### config.mk
export PLATFORM = sky130hd
export DESIGN_NAME = mfa_engine
export DESIGN_NICKNAME = d
export VERILOG_FILES = /design/src/hw/rtl/mfa_pkg.sv /design/src/hw/rtl/mfa_engine.sv
export VERILOG_INCLUDE_DIRS = /design/src /design/src/hw/rtl
export SDC_FILE = /design/constraint.sdc
export NUM_CORES = 2
export LEC_CHECK = 0
export BUFFER_PORTS_ARGS = -buffer_cell sky130_fd_sc_hd__buf_2
export CAP_MARGIN = 5
export CORE_MARGIN = 8
export CORE_UTILIZATION = 55
export CTS_BUF_LIST = sky130_fd_sc_hd__clkbuf_8
export DETAILED_ROUTE_END_ITERATION = 6
export HOLD_SLACK_MARGIN = 0.1
export PLACE_DENSITY = 0.79
export SLEW_MARGIN = 30
export SYNTH_ARGS = -nofsm -noshare
export SYNTH_HDL_FRONTEND = slang
export SYNTH_SLANG_ARGS = --single-unit
### constraint.sdc
create_clock -name clk -period 7.85 [get_ports clk]
set_input_delay 0.785 -clock clk [delete_from_list [all_inputs] [get_ports clk]]
set_output_delay 0.785 -clock clk [all_outputs]
set_load 0.02 [all_outputs]
### src/hw/rtl/multi_slab_first_fit_allocator_core_assert.svh
// Assertion macros used by the allocator engine RTL.
`ifndef MULTI_SLAB_FIRST_FIT_ALLOCATOR_CORE_ASSERT_SVH
`define MULTI_SLAB_FIRST_FIT_ALLOCATOR_CORE_ASSERT_SVH

// Same-cycle implication, clocked on clk, off during reset.
`define MFA_ASSERT_NOW(lbl, ante, cons, msg) \
	lbl: assert property (@(posedge clk) disable iff (!arst_n) (ante) |-> (cons)) \
		else $error(msg);

// Next-cycle implication, clocked on clk, off during reset.
`define MFA_ASSERT_NEXT(lbl, ante, cons, msg) \
	lbl: assert property (@(posedge clk) disable iff (!arst_n) (ante) |=> (cons)) \
		else $error(msg);

`endif

### src/hw/rtl/mfa_pkg.sv
// Types and constants of the multi-slab first-fit allocator.
package mfa_pkg;

	localparam int DATA_W = 32;
	localparam int CFG_IDX_W = 1;

	localparam logic [1:0] OP_ALLOC  = 2'd0;
	localparam logic [1:0] OP_FREE   = 2'd1;
	localparam logic [1:0] OP_LOOKUP = 2'd2;
	// unassigned opcode, answered as not found
	localparam logic [1:0] OP_SPARE  = 2'd3;

	localparam logic [1:0] ST_OK       = 2'd0;
	localparam logic [1:0] ST_NOSPACE  = 2'd1;
	localparam logic [1:0] ST_NOTFOUND = 2'd2;
	localparam logic [1:0] ST_ZERO     = 2'd3;

	localparam logic [CFG_IDX_W-1:0] CFG_POOL = 1'b0;
	localparam logic [CFG_IDX_W-1:0] CFG_SLAB = 1'b1;

	localparam logic [DATA_W-1:0] SLAB_RESET = 32'd1048576;

	typedef enum logic [3:0] {
		S_INIT,
		S_IDLE,
		S_DISP,
		S_A_META,
		S_A_CHK,
		S_A_SCAN,
		S_A_TAIL,
		S_I_RD,
		S_I_WR,
		S_F_SLAB,
		S_F_META,
		S_F_SCAN,
		S_D_RD,
		S_D_WR
	} state_t;

	typedef struct packed {
		logic [1:0]        status;
		logic [DATA_W-1:0] granted_address;
		logic [2:0]        slab_index;
	} result_t;

endpackage

### src/hw/rtl/mfa_engine.sv
// Request sequencer: slab walk, table scan, insert and delete shifts.
`include "multi_slab_first_fit_allocator_core_assert.svh"

module mfa_engine #(
	parameter int MAX_SLABS   = 8,
	parameter int MAX_ENTRIES = 64,
	parameter int SW  = 3,
	parameter int SCW = 4,
	parameter int EW  = 6,
	parameter int CW  = 7
) (
	input  logic                        clk,
	input  logic                        arst_n,
	input  logic                        start,
	input  logic [1:0]                  opcode,
	input  logic [mfa_pkg::DATA_W-1:0]  request_bytes,
	input  logic [mfa_pkg::DATA_W-1:0]  block_address,
	input  logic                        init_req,
	input  logic [mfa_pkg::DATA_W-1:0]  pool_bytes,
	input  logic [mfa_pkg::DATA_W-1:0]  slab_bytes,
	output logic                        busy,
	output logic                        done,
	output mfa_pkg::result_t            result,
	output logic                        tbl_we,
	output logic [SW+EW-1:0]            tbl_waddr,
	output logic [63:0]                 tbl_wdata,
	output logic [SW+EW-1:0]            tbl_raddr,
	input  logic [63:0]                 tbl_rdata,
	output logic                        meta_we,
	output logic [SW-1:0]               meta_waddr,
	output logic [CW+31:0]              meta_wdata,
	output logic [SW-1:0]               meta_raddr,
	input  logic [CW+31:0]              meta_rdata
);

	localparam int BW = 32 + SCW;

	mfa_pkg::state_t state_q, state_d;

	logic [1:0]        op_q, op_d;
	logic [31:0]       size_q, size_d, addr_q, addr_d;
	logic [SCW-1:0]    s_q, s_d;
	logic [BW-1:0]     base_q, base_d;
	logic [31:0]       len_q, len_d, free_q, free_d, off_q, off_d, elen_q, elen_d;
	logic [CW-1:0]     cnt_q, cnt_d, k_q, k_d, pos_q, pos_d, j_q, j_d;
	logic [33:0]       cur_q, cur_d;
	mfa_pkg::result_t  res_q, res_d;
	logic              done_q, done_d;

	logic              slab_ok, addr_hit, fit, tail_fail, last_k;
	logic [31:0]       rest, len_now, t_off, t_len, m_free;
	logic [CW-1:0]     m_cnt, k_nx;
	logic [BW-1:0]     slab_ext, base_nx;
	logic [33:0]       st_ext, gap, cur_nx;

	assign slab_ext = BW'(slab_bytes);
	assign base_nx  = base_q + slab_ext;
	assign slab_ok  = (s_q < SCW'(MAX_SLABS)) && (slab_bytes != '0)
		&& (base_q < BW'(pool_bytes));
	assign rest     = pool_bytes - base_q[31:0];
	assign len_now  = (rest < slab_bytes) ? rest : slab_bytes;
	assign addr_hit = BW'(addr_q) < base_nx;
	assign m_cnt    = meta_rdata[CW+31:32];
	assign m_free   = meta_rdata[31:0];
	assign t_off    = tbl_rdata[31:0];
	assign t_len    = tbl_rdata[63:32];
	assign st_ext   = {2'b00, t_off};
	assign gap      = st_ext - cur_q;
	assign fit      = (st_ext >= cur_q) && (gap >= {2'b00, size_q});
	assign cur_nx   = st_ext + {2'b00, t_len};
	assign tail_fail = (cur_q + {2'b00, size_q}) > {2'b00, len_q};
	assign k_nx     = k_q + CW'(1);
	assign last_k   = (k_nx == cnt_q);

	// next state
	always_comb begin
		state_d = state_q;
		unique case (state_q)
			mfa_pkg::S_INIT: begin
				if (s_q == SCW'(MAX_SLABS - 1)) state_d = mfa_pkg::S_IDLE;
			end
			mfa_pkg::S_IDLE: begin
				if (start) state_d = mfa_pkg::S_DISP;
			end
			mfa_pkg::S_DISP: begin
				if (op_q == mfa_pkg::OP_ALLOC) begin
					state_d = (size_q == '0) ? mfa_pkg::S_IDLE : mfa_pkg::S_A_META;
				end else if (op_q == mfa_pkg::OP_FREE || op_q == mfa_pkg::OP_LOOKUP) begin
					state_d = mfa_pkg::S_F_SLAB;
				end else begin
					state_d = mfa_pkg::S_IDLE;
				end
			end
			mfa_pkg::S_A_META: begin
				state_d = slab_ok ? mfa_pkg::S_A_CHK : mfa_pkg::S_IDLE;
			end
			mfa_pkg::S_A_CHK: begin
				if (size_q > m_free || m_cnt == CW'(MAX_ENTRIES)) begin
					state_d = mfa_pkg::S_A_META;
				end else begin
					state_d = (m_cnt == '0) ? mfa_pkg::S_A_TAIL : mfa_pkg::S_A_SCAN;
				end
			end
			mfa_pkg::S_A_SCAN: begin
				if (fit) state_d = mfa_pkg::S_I_RD;
				else if (last_k) state_d = mfa_pkg::S_A_TAIL;
			end
			mfa_pkg::S_A_TAIL: begin
				state_d = tail_fail ? mfa_pkg::S_A_META : mfa_pkg::S_I_RD;
			end
			mfa_pkg::S_I_RD: begin
				state_d = (j_q == pos_q) ? mfa_pkg::S_IDLE : mfa_pkg::S_I_WR;
			end
			mfa_pkg::S_I_WR: state_d = mfa_pkg::S_I_RD;
			mfa_pkg::S_F_SLAB: begin
				if (!slab_ok) state_d = mfa_pkg::S_IDLE;
				else if (addr_hit) state_d = mfa_pkg::S_F_META;
			end
			mfa_pkg::S_F_META: begin
				state_d = (m_cnt == '0) ? mfa_pkg::S_IDLE : mfa_pkg::S_F_SCAN;
			end
			mfa_pkg::S_F_SCAN: begin
				if (t_off == off_q) begin
					state_d = (op_q == mfa_pkg::OP_LOOKUP) ? mfa_pkg::S_IDLE : mfa_pkg::S_D_RD;
				end else if (last_k) begin
					state_d = mfa_pkg::S_IDLE;
				end
			end
			mfa_pkg::S_D_RD: begin
				state_d = ((j_q + CW'(1)) == cnt_q) ? mfa_pkg::S_IDLE : mfa_pkg::S_D_WR;
			end
			mfa_pkg::S_D_WR: state_d = mfa_pkg::S_D_RD;
			default: state_d = mfa_pkg::S_IDLE;
		endcase
		if (init_req) state_d = mfa_pkg::S_INIT;
	end

	// datapath and memory controls
	always_comb begin
		op_d = op_q;
		size_d = size_q;
		addr_d = addr_q;
		s_d = s_q;
		base_d = base_q;
		len_d = len_q;
		free_d = free_q;
		off_d = off_q;
		elen_d = elen_q;
		cnt_d = cnt_q;
		k_d = k_q;
		pos_d = pos_q;
		j_d = j_q;
		cur_d = cur_q;
		res_d = res_q;
		done_d = 1'b0;
		tbl_we = 1'b0;
		tbl_waddr = {s_q[SW-1:0], j_q[EW-1:0]};
		tbl_wdata = tbl_rdata;
		tbl_raddr = {s_q[SW-1:0], k_nx[EW-1:0]};
		meta_we = 1'b0;
		meta_waddr = s_q[SW-1:0];
		meta_wdata = {cnt_q, free_q};
		meta_raddr = s_q[SW-1:0];
		unique case (state_q)
			mfa_pkg::S_INIT: begin
				meta_we = 1'b1;
				meta_wdata = {CW'(0), ((slab_bytes != '0) && (base_q < BW'(pool_bytes)))
					? len_now : 32'd0};
				s_d = s_q + SCW'(1);
				base_d = base_nx;
			end
			mfa_pkg::S_IDLE: begin
				if (start) begin
					op_d = opcode;
					size_d = request_bytes;
					addr_d = block_address;
					s_d = '0;
					base_d = '0;
				end
			end
			mfa_pkg::S_DISP: begin
				if (op_q == mfa_pkg::OP_ALLOC) begin
					if (size_q == '0) begin
						done_d = 1'b1;
						res_d = '{mfa_pkg::ST_ZERO, 32'd0, 3'd0};
					end
				end else if (op_q != mfa_pkg::OP_FREE && op_q != mfa_pkg::OP_LOOKUP) begin
					done_d = 1'b1;
					res_d = '{mfa_pkg::ST_NOTFOUND, 32'd0, 3'd0};
				end
			end
			mfa_pkg::S_A_META: begin
				len_d = len_now;
				if (!slab_ok) begin
					done_d = 1'b1;
					res_d = '{mfa_pkg::ST_NOSPACE, 32'd0, 3'd0};
				end
			end
			mfa_pkg::S_A_CHK: begin
				cnt_d = m_cnt;
				free_d = m_free;
				cur_d = '0;
				k_d = '0;
				tbl_raddr = {s_q[SW-1:0], EW'(0)};
				if (size_q > m_free || m_cnt == CW'(MAX_ENTRIES)) begin
					s_d = s_q + SCW'(1);
					base_d = base_nx;
				end
			end
			mfa_pkg::S_A_SCAN: begin
				if (fit) begin
					pos_d = k_q;
					j_d = cnt_q;
				end else begin
					cur_d = cur_nx;
					k_d = k_nx;
				end
			end
			mfa_pkg::S_A_TAIL: begin
				pos_d = cnt_q;
				j_d = cnt_q;
				if (tail_fail) begin
					s_d = s_q + SCW'(1);
					base_d = base_nx;
				end
			end
			mfa_pkg::S_I_RD: begin
				tbl_raddr = {s_q[SW-1:0], EW'(j_q - CW'(1))};
				if (j_q == pos_q) begin
					tbl_we = 1'b1;
					tbl_waddr = {s_q[SW-1:0], pos_q[EW-1:0]};
					tbl_wdata = {size_q, cur_q[31:0]};
					meta_we = 1'b1;
					meta_wdata = {cnt_q + CW'(1), free_q - size_q};
					done_d = 1'b1;
					res_d = '{mfa_pkg::ST_OK, base_q[31:0] + cur_q[31:0], 3'(s_q)};
				end
			end
			mfa_pkg::S_I_WR: begin
				tbl_we = 1'b1;
				j_d = j_q - CW'(1);
			end
			mfa_pkg::S_F_SLAB: begin
				off_d = addr_q - base_q[31:0];
				if (!slab_ok) begin
					done_d = 1'b1;
					res_d = '{mfa_pkg::ST_NOTFOUND, 32'd0, 3'd0};
				end else if (!addr_hit) begin
					s_d = s_q + SCW'(1);
					base_d = base_nx;
				end
			end
			mfa_pkg::S_F_META: begin
				cnt_d = m_cnt;
				free_d = m_free;
				k_d = '0;
				tbl_raddr = {s_q[SW-1:0], EW'(0)};
				if (m_cnt == '0) begin
					done_d = 1'b1;
					res_d = '{mfa_pkg::ST_NOTFOUND, 32'd0, 3'd0};
				end
			end
			mfa_pkg::S_F_SCAN: begin
				if (t_off == off_q) begin
					elen_d = t_len;
					j_d = k_q;
					if (op_q == mfa_pkg::OP_LOOKUP) begin
						done_d = 1'b1;
						res_d = '{mfa_pkg::ST_OK, 32'd0, 3'(s_q)};
					end
				end else begin
					k_d = k_nx;
					if (last_k) begin
						done_d = 1'b1;
						res_d = '{mfa_pkg::ST_NOTFOUND, 32'd0, 3'd0};
					end
				end
			end
			mfa_pkg::S_D_RD: begin
				tbl_raddr = {s_q[SW-1:0], EW'(j_q + CW'(1))};
				if ((j_q + CW'(1)) == cnt_q) begin
					meta_we = 1'b1;
					meta_wdata = {cnt_q - CW'(1), free_q + elen_q};
					done_d = 1'b1;
					res_d = '{mfa_pkg::ST_OK, 32'd0, 3'd0};
				end
			end
			mfa_pkg::S_D_WR: begin
				tbl_we = 1'b1;
				j_d = j_q + CW'(1);
			end
			default: begin
			end
		endcase
		if (init_req) begin
			s_d = '0;
			base_d = '0;
		end
	end

	always_ff @(posedge clk or negedge arst_n) begin
		if (!arst_n) begin
			state_q <= mfa_pkg::S_INIT;
			s_q <= '0;
			base_q <= '0;
			done_q <= 1'b0;
		end else begin
			state_q <= state_d;
			s_q <= s_d;
			base_q <= base_d;
			done_q <= done_d;
		end
	end

	always_ff @(posedge clk) begin
		op_q <= op_d;
		size_q <= size_d;
		addr_q <= addr_d;
		len_q <= len_d;
		free_q <= free_d;
		off_q <= off_d;
		elen_q <= elen_d;
		cnt_q <= cnt_d;
		k_q <= k_d;
		pos_q <= pos_d;
		j_q <= j_d;
		cur_q <= cur_d;
		res_q <= res_d;
	end

	assign busy = (state_q != mfa_pkg::S_IDLE);
	assign done = done_q;
	assign result = res_q;

	`MFA_ASSERT_NEXT(a_accept_busy, start && !busy && !init_req, busy, "accepted request left block idle")
	`MFA_ASSERT_NOW(a_scan_range, state_q == mfa_pkg::S_A_SCAN || state_q == mfa_pkg::S_F_SCAN, k_q < cnt_q, "scan index past entry count")
	`MFA_ASSERT_NOW(a_ins_order, state_q == mfa_pkg::S_I_RD, j_q >= pos_q && cnt_q < CW'(MAX_ENTRIES), "insert shift out of range")
	`MFA_ASSERT_NOW(a_tbl_write, tbl_we, state_q == mfa_pkg::S_I_RD || state_q == mfa_pkg::S_I_WR || state_q == mfa_pkg::S_D_WR, "table written outside shift")

endmodule

==> results.md <==
- Power Total: 13.9 mW
- Final wirelength: 130,000 µm
- Post-synth EDFFs: 292
- Initial Utilization: 55.2%
- Largest net degree at the start of global routing: 89
- Cell Area, Synth: 0.0337 mm²
- Core Box Area: 0.0611 mm²
- Clock Tree Buf Depth: 3
- Reg2Reg Setup Slack: 0.99 ns
- Post-synthesis share of cell area spent on full adders, half adders and majority gates: 18.4%
- Startpoint Class: flop
- RSZ-0062 raised after global routing: false
- Clock-pin slew on the worst setup and hold paths: 0.06 ns
- Share of cells above drive strength 1: 15.2%
- Pins Over Slew Limit: 0
- Clock sink total: 337
- Detailed Place HPWL: 106,000 µm
- Largest family of logic cells by synthesized area: compound AO/OA/AOI/OAI gates
- PD cells: 365 mW/mm²
- Mapped Avg Cell Area: 8.79 µm²
- Clock root buffer: clkbuf_8
- Post-synthesis sequential area ratio: 29.3%
- Clock skew: 0.0575 ns
- Share of flip-flops with an asynchronous set or reset: 13.4%
- Tmin final: 7.60 ns
- Compound-Gate Fraction of Synth Area: 22.9%
- Post-Route Setup TNS: 0 ns
- First-pass GRT wire length: 190,000 µm
- Ys flop type: edfxtp_1
- Placed insts: 4,988
- Initial antenna violation count: 25
- Maxcap violations: 0
- Relative slew slack: 29.1%
- Die W: 264 µm
- Post-Syn Nets: 4,567
- Critical Setup Path Class: reg -> out
- ANT nets after route: 0
- Worst-path fanout max: 8
- Die area: 0.0695 mm²
- Synth-to-layout area growth: 13.2%
- Peak supply drop: 0.189 mV
- Nets@finish: 4,996
- Ys Warns: 0
- Post-route clock period utilization: 96.8%
- DR vias/cell: 6.40
- Most common cell after layout, fill and taps aside: ha_1
- Synth Area in XOR/XNOR: 7.67%
- LEAKAGE: 17.5 nW
- Multiplexer share of the synthesized area: 2.31%
- Hold WC Path Type: in -> reg
- Fin. Hold Viols: 0
- Rows: 91
- Final setup fails: 0
- Routability congestion estimate: 1.04
- Worst-Margin Slew: 1.05 ns
- Clock buffers created by TritonCTS: 68
- Remaining DRCs: 0
- Critical path required time: 7.07 ns
- PortBufs: 404
- Max FFs per register: 37
- CP Capture Type: output pin
- CTS tree: built
- Most frequent cells in the layout: ha_1 (481), buf_2 (403), inv_1 (354)
- Fmax: 132 MHz
- Simple-Gate Fraction of Synth Area: 14.4%
- Fill cell count: 5,346
- Post-synth cell types: 94
- Number of global-route vias before repair: 30,900
- Grt total ovfl: 0
- Via count: 32,772
- Critical Path AT: 6.81 ns
- Fin cells: 5,121
- Syn Inst Count: 3,840
- Routed len/inst: 25.5 µm
- Chip Height: 264 µm
- Yosys reg bits: 337
- GRT Util Overall: 35.8%
- Clk_lat worst skew: 0.71 ns
- H-Tree Depth: 3
- Initial DRC Count: 4,145
- # IOs: 405
- DR pass1 iterations: 6
- Status: finished, final reports clean
worst max-delay path, stage by stage, from the launching register on:
cell	delay, ns
dfrtp_1	0.47
ha_1	0.22
inv_1	0.05
fa_1	0.43
a211oi_1	0.25
o21bai_1	0.11
a21oi_1	0.24
o31ai_1	0.21
a311oi_2	0.43
a21oi_1	0.17
o31ai_2	0.28
nand2_1	0.09
a21oi_1	0.18
xnor2_1	0.11
ha_1	0.31
nand4_1	0.18
or4_1	0.59
o2111ai_1	0.18
a41oi_4	0.17
buf_4	0.28
a21oi_1	0.15
buf_4	0.16
o221a_2	0.18
o311ai_0	0.20
a211o_1	0.32
buf_2	0.17
Yosys cell counts (all sizes together), types with 11 or more instances:
cell     count  area share [%]
a2111oi     12            0.31
a211oi      35            0.78
a21boi      11            0.24
a21o       152             3.4
a21oi      321             4.8
a221o       16            0.47
a221oi      15            0.39
a222oi      13            0.39
a22oi       15            0.33
a31oi       31            0.59
and3        35            0.65
buf         22            0.45
clkbuf      78            0.87
dfrtp       45             3.3
edfxtp     292              26
ha         481              18
inv        335             3.7
mux2        52             2.0
nand2      287             3.2
nand2b      38            0.70
nand3       82             1.2
nand4       68             1.3
nor2       299             3.3
nor2b       35            0.65
nor3        75             1.1
nor4        36            0.67
o2111ai     13            0.34
o211ai      23            0.51
o21a        50             1.1
o21ai      298             4.5
o21bai      52             1.2
o221ai      13            0.39
o31ai       19            0.42
or2         12            0.22
or3         21            0.39
xnor2      193             5.0
xor2       100             2.6
timing repair:
item,CTS,global route
gates cloned,0,0
resized for setup,1,4
endpoints found under the hold margin,1,0
setup endpoints to repair,4,28
buffers inserted,0,0
hold buffers,1,0
cells by family (layout without fill, tap and decap cells):
logic type,Yosys count,after routing
AND/OR/NAND/NOR,1030,1030
multiplexers,62,62
XOR/XNOR,294,294
AO/OA/AOI/OAI,1190,1190
other,0,12
adder cells (fa/ha/maj),490,490
flip-flops,337,337
buffers and inverters,437,916
per-stage QoR:
step                setup WS (ns)  util, %  area, µm²  hold slack, ns
floorplan                    1.49        -      33700           0.489
CTS                        0.0456     62.4      38200           0.218
global route              0.00779     62.5      38200           0.240
global placement            0.538     60.2      36800           0.552
detailed placement          0.337     60.3      36900           0.562
finish                      0.251     62.5      38200           0.264
path summary, 6_finish.rpt:
| kind | from | end | cells past startpoint |
|---|---|---|---|
| setup / recovery | base_q[0] | meta_wdata[31] | 25 |
| hold / removal | request_bytes[7] | size_q[7] | 1 |
| setup reg to reg | cur_q[1] | cur_q[2] | 25 |
| hold reg to reg | base_q[32] | base_q[32] | 1 |
| max in group asynchronous | arst_n | base_q[32] | 2 |
| min in group asynchronous | arst_n | base_q[0] | 2 |
layout make-up:
| type | count | area, µm² | area share [%] |
|---|---|---|---|
| tap | 790 | 988 | 2.59 |
| clock buffer | 70 | 963 | 2.52 |
| sequential | 337 | 9900 | 25.9 |
| antenna | 12 | 30.0 | 0.0786 |
| clock inverter | 50 | 299 | 0.783 |
| multi-input combinational | 3066 | 22300 | 58.3 |
| inverter | 337 | 1260 | 3.31 |
| timing repair buffer | 459 | 2500 | 6.54 |
power by group:
part	internal, mW	switching, mW
Clock	0.927	0.883
Sequential	2.43	0.467
Combinational	3.49	5.73
per-layer routing:
layer  up-vias  global-route usage [%]  share of wire (%)
met1     15266                    49.5                 40
met3       344                    9.19                 13
li1      15077                       -                  -
met2      2057                    51.9                 41
met4        28                    17.1                5.4
met5         -                       0               0.15
Note: power is estimated with default switching activity, not from simulation.
